`src/hw/rtl/lps_pkg.sv`:
```
// Shared types for the level pair selector: controller states and the
// command and status groups between controller and datapath.
// Depends on nothing; all files but lps_checker use its scoped names.
package lps_pkg;

  typedef enum logic [2:0] {
    S_IDLE,
    S_RD_I,
    S_LD_I,
    S_CMP,
    S_OUT_I,
    S_OUT_J,
    S_OUT_NONE
  } lps_state_t;

  typedef struct packed {
    logic accept;
    logic rd_i;
    logic ld_i;
    logic cmp_next;
    logic next_i;
    logic emit_i;
    logic emit_j;
    logic emit_none;
  } lps_cmd_t;

  typedef struct packed {
    logic n_lt2;
    logic hit;
    logic j_last;
    logic i_more;
  } lps_status_t;

endpackage

```
`src/hw/rtl/lps_ctrl.sv`:
```
// Controller state machine of the level pair selector.
// Depends on lps_pkg; drives commands to lps_datapath and reads its status.
module lps_ctrl (
  input  logic                clk,
  input  logic                rst_n,
  input  logic                start,
  input  logic                list_end,
  input  lps_pkg::lps_status_t sts,
  output logic                busy,
  output lps_pkg::lps_cmd_t   cmd
);

  lps_pkg::lps_state_t state_r, state_nxt;

  always_ff @(posedge clk) begin
    if (!rst_n) begin
      state_r <= lps_pkg::S_IDLE;
    end else begin
      state_r <= state_nxt;
    end
  end

  always_comb begin
    state_nxt = state_r;
    unique case (state_r)
      lps_pkg::S_IDLE: begin
        if (start && list_end) state_nxt = lps_pkg::S_RD_I;
      end
      lps_pkg::S_RD_I: begin
        state_nxt = sts.n_lt2 ? lps_pkg::S_OUT_NONE : lps_pkg::S_LD_I;
      end
      lps_pkg::S_LD_I: begin
        state_nxt = lps_pkg::S_CMP;
      end
      lps_pkg::S_CMP: begin
        priority if (sts.hit) begin
          state_nxt = lps_pkg::S_OUT_I;
        end else if (sts.j_last) begin
          state_nxt = sts.i_more ? lps_pkg::S_RD_I : lps_pkg::S_OUT_NONE;
        end else begin
          state_nxt = lps_pkg::S_CMP;
        end
      end
      lps_pkg::S_OUT_I:    state_nxt = lps_pkg::S_OUT_J;
      lps_pkg::S_OUT_J:    state_nxt = lps_pkg::S_IDLE;
      lps_pkg::S_OUT_NONE: state_nxt = lps_pkg::S_IDLE;
      default:             state_nxt = lps_pkg::S_IDLE;
    endcase
  end

  always_comb begin
    cmd  = '0;
    busy = 1'b1;
    unique case (state_r)
      lps_pkg::S_IDLE: begin
        busy       = 1'b0;
        cmd.accept = start;
      end
      lps_pkg::S_RD_I: cmd.rd_i = 1'b1;
      lps_pkg::S_LD_I: cmd.ld_i = 1'b1;
      lps_pkg::S_CMP: begin
        cmd.next_i   = !sts.hit && sts.j_last && sts.i_more;
        cmd.cmp_next = !sts.hit && !sts.j_last;
      end
      lps_pkg::S_OUT_I:    cmd.emit_i = 1'b1;
      lps_pkg::S_OUT_J:    cmd.emit_j = 1'b1;
      lps_pkg::S_OUT_NONE: cmd.emit_none = 1'b1;
      default:             busy = 1'b1;
    endcase
  end

endmodule

```
`src/hw/rtl/lps_datapath.sv`:
```
// Datapath of the level pair selector: rectangle memory, pair counters,
// slope compare and the result register.
// Depends on lps_pkg; steered by lps_ctrl.
module lps_datapath #(
  parameter int MAX_RECTS  = 16,
  parameter int COORD_BITS = 12
) (
  input  logic                  clk,
  input  logic                  rst_n,
  input  lps_pkg::lps_cmd_t     cmd,
  input  logic [COORD_BITS-1:0] in_rect_x,
  input  logic [COORD_BITS-1:0] in_rect_y,
  input  logic [COORD_BITS-1:0] in_rect_width,
  input  logic [COORD_BITS-1:0] in_rect_height,
  input  logic                  in_list_end,
  output lps_pkg::lps_status_t  sts,
  output logic                  out_valid,
  output logic                  out_found,
  output logic [COORD_BITS-1:0] out_x,
  output logic [COORD_BITS-1:0] out_y,
  output logic [COORD_BITS-1:0] out_width,
  output logic [COORD_BITS-1:0] out_height,
  output logic                  out_final_result,
  output logic                  out_dropped
);

  localparam int IW = (MAX_RECTS > 1) ? $clog2(MAX_RECTS) : 1;
  localparam int CW = $clog2(MAX_RECTS + 1);
  localparam int MW = COORD_BITS + 1;
  localparam int RW = 4 * COORD_BITS;
  localparam int EW = RW + 2 * MW;

  logic [EW-1:0] mem [MAX_RECTS];
  logic [EW-1:0] rd_data_r;
  logic [IW-1:0] rd_addr;
  logic          rd_en;

  logic [CW-1:0] count_r;
  logic          ovf_r;
  logic [IW-1:0] i_r, j_r;
  logic [RW-1:0] rect_i_r;
  logic [MW-1:0] mx_i_r, my_i_r;

  logic          has_room;
  logic [MW:0]   sum_x, sum_y;
  logic [EW-1:0] wr_entry;

  logic [MW-1:0] mx_j, my_j, dx, dy;
  logic [MW+2:0] dy5, dx2;

  logic              out_valid_r, out_found_r, out_final_r, out_dropped_r;
  logic [RW-1:0]     out_rect_r;

  assign has_room = count_r < CW'(MAX_RECTS);

  // Midpoints are (2*x + w) >> 1, kept one bit wider than a coordinate.
  assign sum_x    = {1'b0, in_rect_x, 1'b0} + {2'b00, in_rect_width};
  assign sum_y    = {1'b0, in_rect_y, 1'b0} + {2'b00, in_rect_height};
  assign wr_entry = {in_rect_x, in_rect_y, in_rect_width, in_rect_height,
                     sum_x[MW:1], sum_y[MW:1]};

  always_ff @(posedge clk) begin
    if (cmd.accept && has_room) begin
      mem[count_r[IW-1:0]] <= wr_entry;
    end
    if (rd_en) begin
      rd_data_r <= mem[rd_addr];
    end
  end

  always_comb begin
    rd_en   = cmd.rd_i || cmd.ld_i || cmd.cmp_next;
    rd_addr = i_r;
    priority if (cmd.ld_i) begin
      rd_addr = i_r + IW'(1);
    end else if (cmd.cmp_next) begin
      rd_addr = j_r + IW'(1);
    end else begin
      rd_addr = i_r;
    end
  end

  always_ff @(posedge clk) begin
    if (!rst_n) begin
      count_r <= '0;
      ovf_r   <= 1'b0;
    end else if (cmd.emit_j || cmd.emit_none) begin
      count_r <= '0;
      ovf_r   <= 1'b0;
    end else if (cmd.accept) begin
      if (has_room) begin
        count_r <= count_r + CW'(1);
      end else begin
        ovf_r <= 1'b1;
      end
    end
  end

  always_ff @(posedge clk) begin
    if (!rst_n) begin
      i_r <= '0;
      j_r <= '0;
    end else begin
      if (cmd.accept && in_list_end) begin
        i_r <= '0;
      end else if (cmd.next_i) begin
        i_r <= i_r + IW'(1);
      end
      if (cmd.ld_i) begin
        j_r <= i_r + IW'(1);
      end else if (cmd.cmp_next) begin
        j_r <= j_r + IW'(1);
      end
    end
  end

  always_ff @(posedge clk) begin
    if (cmd.ld_i) begin
      rect_i_r <= rd_data_r[EW-1 -: RW];
      mx_i_r   <= rd_data_r[2*MW-1 -: MW];
      my_i_r   <= rd_data_r[MW-1:0];
    end
  end

  // Level test in integers: 5*|dy| < 2*|dx| with dx nonzero.
  assign mx_j = rd_data_r[2*MW-1 -: MW];
  assign my_j = rd_data_r[MW-1:0];
  assign dx   = (mx_i_r > mx_j) ? (mx_i_r - mx_j) : (mx_j - mx_i_r);
  assign dy   = (my_i_r > my_j) ? (my_i_r - my_j) : (my_j - my_i_r);
  assign dy5  = {1'b0, dy, 2'b00} + {3'b000, dy};
  assign dx2  = {2'b00, dx, 1'b0};

  assign sts.hit    = (dx != '0) && (dy5 < dx2);
  assign sts.n_lt2  = count_r < CW'(2);
  assign sts.j_last = (CW'(j_r) + CW'(1)) == count_r;
  assign sts.i_more = ({1'b0, CW'(i_r)} + (CW+1)'(2)) < {1'b0, count_r};

  always_ff @(posedge clk) begin
    if (!rst_n) begin
      out_valid_r <= 1'b0;
    end else begin
      out_valid_r <= cmd.emit_i || cmd.emit_j || cmd.emit_none;
    end
  end

  always_ff @(posedge clk) begin
    if (cmd.emit_i || cmd.emit_j || cmd.emit_none) begin
      out_found_r   <= !cmd.emit_none;
      out_final_r   <= !cmd.emit_i;
      out_dropped_r <= ovf_r;
      priority if (cmd.emit_i) begin
        out_rect_r <= rect_i_r;
      end else if (cmd.emit_j) begin
        out_rect_r <= rd_data_r[EW-1 -: RW];
      end else begin
        out_rect_r <= '0;
      end
    end
  end

  assign out_valid        = out_valid_r;
  assign out_found        = out_found_r;
  assign out_final_result = out_final_r;
  assign out_dropped      = out_dropped_r;
  assign out_x            = out_rect_r[4*COORD_BITS-1 -: COORD_BITS];
  assign out_y            = out_rect_r[3*COORD_BITS-1 -: COORD_BITS];
  assign out_width        = out_rect_r[2*COORD_BITS-1 -: COORD_BITS];
  assign out_height       = out_rect_r[COORD_BITS-1:0];

endmodule

```
`src/hw/rtl/level_pair_selector_core.sv`:
```
// Top level of the level pair selector: joins lps_ctrl and lps_datapath.
// Depends on lps_pkg, lps_ctrl and lps_datapath.
//
//   Channel  | Handshake            | Payload
//   ---------+----------------------+--------------------------------------------
//   input    | start, busy          | in_rect_x/y/width/height, in_list_end
//   result   | out_valid (strobe)   | out_found, out_x/y/width/height,
//            |                      | out_final_result, out_dropped
//
// A rectangle that is not last is taken while busy stays low, and the next
// transaction may follow at once. The last rectangle starts the pair search,
// which reads one stored rectangle per cycle from a single-port memory,
// then gives one or two results. Reset is synchronous and clears the count.
// Results appear for one cycle each on the strobe; the receiver cannot stall.
module level_pair_selector_core #(
  parameter int MAX_RECTS  = 16,
  parameter int COORD_BITS = 12
) (
  input  logic                  clk,
  input  logic                  rst_n,
  input  logic                  start,
  output logic                  busy,
  input  logic [COORD_BITS-1:0] in_rect_x,
  input  logic [COORD_BITS-1:0] in_rect_y,
  input  logic [COORD_BITS-1:0] in_rect_width,
  input  logic [COORD_BITS-1:0] in_rect_height,
  input  logic                  in_list_end,
  output logic                  out_valid,
  output logic                  out_found,
  output logic [COORD_BITS-1:0] out_x,
  output logic [COORD_BITS-1:0] out_y,
  output logic [COORD_BITS-1:0] out_width,
  output logic [COORD_BITS-1:0] out_height,
  output logic                  out_final_result,
  output logic                  out_dropped
);

  lps_pkg::lps_cmd_t    cmd;
  lps_pkg::lps_status_t sts;

  lps_ctrl u_ctrl (
    .clk      (clk),
    .rst_n    (rst_n),
    .start    (start),
    .list_end (in_list_end),
    .sts      (sts),
    .busy     (busy),
    .cmd      (cmd)
  );

  lps_datapath #(
    .MAX_RECTS  (MAX_RECTS),
    .COORD_BITS (COORD_BITS)
  ) u_dp (
    .clk              (clk),
    .rst_n            (rst_n),
    .cmd              (cmd),
    .in_rect_x        (in_rect_x),
    .in_rect_y        (in_rect_y),
    .in_rect_width    (in_rect_width),
    .in_rect_height   (in_rect_height),
    .in_list_end      (in_list_end),
    .sts              (sts),
    .out_valid        (out_valid),
    .out_found        (out_found),
    .out_x            (out_x),
    .out_y            (out_y),
    .out_width        (out_width),
    .out_height       (out_height),
    .out_final_result (out_final_result),
    .out_dropped      (out_dropped)
  );

endmodule

```
`config.mk`:
```
export PLATFORM = sky130hd
export DESIGN_NAME = level_pair_selector_core
export DESIGN_NICKNAME = d
export VERILOG_FILES = /design/src/hw/rtl/lps_pkg.sv /design/src/hw/rtl/lps_ctrl.sv /design/src/hw/rtl/lps_datapath.sv /design/src/hw/rtl/level_pair_selector_core.sv
export SDC_FILE = /design/constraint.sdc
export NUM_CORES = 2
export LEC_CHECK = 0
export BUFFER_PORTS_ARGS = -buffer_cell sky130_fd_sc_hd__buf_2
export CAP_MARGIN = 25
export CORE_ASPECT_RATIO = 1.4
export CORE_MARGIN = 3
export CORE_UTILIZATION = 65
export DETAILED_ROUTE_END_ITERATION = 10
export PLACE_DENSITY_LB_ADDON = 0.05
export SYNTH_ARGS = -nofsm -noshare
export SYNTH_HDL_FRONTEND = slang
export SYNTH_HIERARCHICAL = 1
export SYNTH_SLANG_ARGS = --single-unit
```
`constraint.sdc`:
```
create_clock -name clk -period 19.1 [get_ports clk]
set_clock_uncertainty 0.05 [all_clocks]
set_input_delay 0.955 -clock clk [delete_from_list [all_inputs] [get_ports clk]]
set_output_delay 0.955 -clock clk [all_outputs]
set_load 0.03 [all_outputs]
```
* Word-level counts from Yosys, hierarchy flattened
Memories as Yosys holds them, arrays and structs flattened. A register that Yosys moved wholly into a read port is not among the register bits. Index checks and enable logic that the tools add are counted.
Operators by class: multiplexer cells 24, div/mod/pow operators 0, equal/unequal tests 8, multipliers 0, add/subtract/negate cells 12, magnitude comparators 6, bitwise gates (word level) 2, shift operators 0, reduce and logical (&&, ||, !) cells 23
Operators with widths (number):
- $mux 48 | 2
- $sub 13x13->13 | 4
- $add 13x12->14 | 2
- $gt 13x13->1 | 2
- $mux 13 | 2
- $add 15x13->16 | 1
- $lt 16x14->1 | 1
- $mux 4 | 4
- $mux 3 | 5
- $pmux 3 s5 | 1
- $reduce_bool 13->1 | 1
- $eq 3x3->1 const B | 3
- $mux 1 | 9
- $add 4x1->4 const B | 2
- $logic_and 1x1->1 | 7
- $eq 3x2->1 const B | 2
- $lt 6x5->1 | 1
- $add 4x1->5 const B | 1
- $add 4x2->5 const B | 1
- $add 5x1->5 const B | 1
- $eq 5x5->1 | 1
- $logic_or 1x1->1 | 5
- $lt 5x2->1 const B | 1
- $lt 5x5->1 const B | 1
- other kinds (9) | 15
Word-level totals: memories kept 1, bits of input ports 52, logic and storage cells 89, output and inout bits 53, ROM bits 0, bits in writable memories 1184, register bits 143, latch bits 0
Memories:
- u_dp.mem | depth 16, bits a word 74, rd ports 1, clocked after Yosys merged registers in 1, wr ports 1, line lps_datapath.sv:33 | logic [EW-1:0] mem [MAX_RECTS];

* Depth between registers and ports, before layout
depth after elaboration 11, depth in mapped cells 41, gate-level depth less buffers 34

* By module
Netlist, hierarchy kept.
By module, submodules not included:
- lps_datapath | cells each 2902, seq. area each 41830.1 sq um, times used 1, area each 56631.8 sq um
- lps_ctrl | cells each 30, seq. area each 60.1 sq um, times used 1, area each 222.7 sq um

* Worst setup path after synthesis
OpenSTA, ideal clock, no wires.
kind register to register, start point reg u_dp.rd_data_r[10], read port of u_dp.mem, end point reg u_dp.rd_data_r[13], read port of u_dp.mem, data pin, cell stages (with the launch flop) 40, required time 18780 ps, arrival 8352 ps, path slack 10427 ps, path buffers 9, path through edfxtp_1 inv_1 ha_1 buf_2 and4_1 and3_1 o21ai_1 and3_1 clkbuf_1 nor2_1 buf_2 mux2_2 nand3b_1 or3b_2 a31oi_1 o21ai_0 xor2_1 ha_1 [... 4 more ...] and3_1 nor3_1 o311ai_0 ha_1 o211ai_1 o41ai_1 and4bb_1 nor4_1 buf_2 nor2_1 a211oi_1 clkbuf_1 buf_2 buf_1 buf_1 mux4_2 mux2i_1 a21oi_1
RTL lines:
- from (decl) | line lps_datapath.sv:34 | logic [EW-1:0] rd_data_r;

==> reports/results.tsv <==
metric	value	unit
num_rows	127	
initial_utilization	0.660	
syn-num-nets	3095	
drcViolationCount	0	
slew_viol_final	0	
maxCapViolations	0	
yosysSeqAreaShare	0.737	
r2r_end	u_dp/rd_data_r[20]	
drtPass1Iterations	5	
timing.critical_path.buf_inv	5	
yosysWarnings	6	
grt_util_all_layers	0.294	
ys_types	77	
grt_overflow	0	
fmax	90.0	MHz
status	finished clean	
synthTopCellsByArea	edfxtp_1 73%, mux4_2 12%, ha_1 2.3%	
grt_pass1_wl	195	mm
dpl.cell_count	4106	
synth_ff_type	edfxtp_1	
end_kind	flop	
period_share	0.582	
final_cells	4345	
p_clk_frac	0.219	
numCtsBuffers	121	
chipWidth	256	µm
clock-sinks	1401	
clk_latency	700	ps
finalSetupViolations	0	
async_reset_ff_frac	0	
cts_resized	0	
finalHoldViolCount	0	
holdWs	379	ps
ant_nets	0	
core_area	86100	µm²
wl	130	mm
p_comb_frac	0.422	
ir_worst_vdd	0.248	mV
dpl.hpwl	69.7	mm
slew_headroom	0.163	
drt_iter0_drc	3133	
worstHoldPathType	reg -> reg	
critPathTopFamily	simple AND/OR/NAND/NOR gates	
antenna_found_initial	12	
tns	0	ps
yosys.area.top_type	edfxtp_1	
min_from	u_dp/ovf_r	
dieArea	91100	µm²
vias	28900	
ios	105	
reg2reg_setup_slack	7990	ps
hold_buffers	0	
cp-start-kind	flop	
drive_gt1_frac	0.214	
rr_worst_depth	37	
synthToLayoutAreaGrowth	10.8	%
crit_fanout	102	
slowest_stage	buf_4	
port_buffers	104	
wl_per_cell	30.0	µm
via_per_inst	6.65	
power.switching	0.00395	W
rsz0062_at_grt	no	
required	19460	ps
intPower	0.00727	W
synth_top_cell_area_share	0.730	
hold_depth	0	
netlist_area	56900	µm²
synth_cells	2932	
switching_share	0.352	
cts_setup_buffers	0	
post-route-min-period	11110	ps
synth.avg_cell_area	19.4	µm²
cts_tree	yes	
htreeDepth	3	
critPathMaxStageDelay	830	ps
powerDensity	178	nW/µm²
cpMostUsedCell	a21oi_1	
die_y	356	µm
layout_common_cells	1383 x edfxtp_1, 296 x mux4_2, 130 x a21oi_1, 124 x clkbuf_16	
path_class	reg -> reg	
synth_edf_count	1383	
finish.net_count	3243	
whs_endpoint	u_dp/out_dropped	
pwr-share-seq	0.358	
clock_path_buffers	3	
place.gp.congestion	0.864	
final_common_cell	edfxtp_1	
cp.arrival	11470	ps
ys_ff_latch	1401	
rr_startpoint	u_dp/rd_data_r[7]	
worstMarginPinSlew	1260	ps
grt_pass1_vias	29800	
grt_max_degree	164	
leakage	21.2	nW
cts.clk_slew.worst_paths	60	ps
cts-root-buf	clkbuf_16	
synthesized netlist by cell type, drive strengths merged (20+ instances only):
| master | instances |
|---|---|
| nor2b | 92 |
| edfxtp | 1383 |
| a22o | 47 |
| inv | 96 |
| mux4 | 296 |
| nor3 | 20 |
| a21o | 27 |
| nand2 | 53 |
| o21ai | 45 |
| mux2i | 87 |
| ha | 105 |
| a211oi | 79 |
| nor2 | 80 |
| a21oi | 133 |
| clkbuf | 86 |
| buf | 57 |
| xnor2 | 42 |
registers in the layout, summed over array words and instances, names as in the netlist, 3 cells and up:
| signal | count |
|---|---|
| u_dp/mx_i_r | 13 |
| u_dp/rect_i_r | 48 |
| u_dp/rd_data_r | 74 |
| u_dp/i_r | 4 |
| u_dp/my_i_r | 13 |
| u_dp/j_r | 4 |
| u_dp/mem | 1184 |
| u_ctrl/state_r | 3 |
| u_dp/count_r | 5 |
| u_dp/out_rect_r | 48 |
worst max path at each step:
| stage | slack (ps) | endpoint | from | cells past startpoint |
|---|---|---|---|---|
| 2_1_floorplan | 10430 | u_dp/rd_data_r[13] | u_dp/rd_data_r[10] | 39 |
| 3_3_place_gp | 8140 | u_dp/rd_data_r[8] | u_dp/rd_data_r[7] | 36 |
| 3_5_place_dp | 8010 | u_dp/rd_data_r[54] | u_dp/rd_data_r[7] | 37 |
| 4_1_cts | 7940 | u_dp/rd_data_r[54] | u_dp/rd_data_r[7] | 37 |
| 5_1_grt | 7050 | u_dp/rd_data_r[20] | u_dp/rd_data_r[7] | 35 |
| 6_report | 7990 | u_dp/rd_data_r[20] | u_dp/rd_data_r[7] | 37 |
cells by family (layout without fill, tap and decap cells):
| kind of cell | after synthesis | in the layout | share of synthesized area |
|---|---|---|---|
| other | 0 | 2 | 0 |
| xor gates and xnor gates | 60 | 60 | 0.00924 |
| adders and majority gates | 111 | 111 | 0.0252 |
| AOI/OAI and AO/OA | 402 | 402 | 0.0482 |
| and+or+nand+nor | 332 | 332 | 0.0306 |
| muxes | 387 | 387 | 0.133 |
| buffers and inverters | 239 | 489 | 0.0166 |
| DFF | 1401 | 1401 | 0.737 |
cell type report:
type / count / area, µm²
antenna: 2 / 5.00
timing repair buffer: 168 / 1080
tap: 1161 / 1450
sequential: 1401 / 41900
fill: 5053 / 23100
clock inverter: 80 / 820
inverter: 96 / 360
clock buffer: 145 / 3180
multi-input combinational: 1292 / 14200
metrics by stage:
stage / setup slack [ps] / total power [W] / utilization / area [µm²]
2_1_floorplan: 10430 / 0.00758 / - / 56900
3_3_place_gp: 8140 / 0.00872 / 0.684 / 58900
3_5_place_dp: 8010 / 0.00878 / 0.684 / 58900
4_1_cts: 7940 / 0.0113 / 0.730 / 62900
5_1_grt: 7050 / 0.0118 / 0.732 / 63000
6_report: 7990 / 0.0112 / 0.732 / 63000
power groups by stage:
stage / logic [W] / clock network (W) / registers [W]
6_report: 0.00474 / 0.00246 / 0.00402
5_1_grt: 0.00516 / 0.00262 / 0.00405
3_3_place_gp: 0.00465 / 0 / 0.00407
2_1_floorplan: 0.00348 / 0 / 0.00409
3_5_place_dp: 0.00469 / 0 / 0.00409
4_1_cts: 0.00473 / 0.00250 / 0.00403
layer usage:
| metal | vias up | GRT usage | share of wire | routed length [µm] |
|---|---|---|---|---|
| li1 | 12200 | - | - | - |
| met1 | 15100 | 0.398 | 0.38 | 49600 |
| met2 | 1275 | 0.503 | 0.51 | 66700 |
| met3 | 250 | 0.0457 | 0.078 | 10100 |
| met4 | 8 | 0.0933 | 0.031 | 4050 |
| met5 | - | 0 | 0.00042 | 55 |
(Power assumes the default switching activity.)
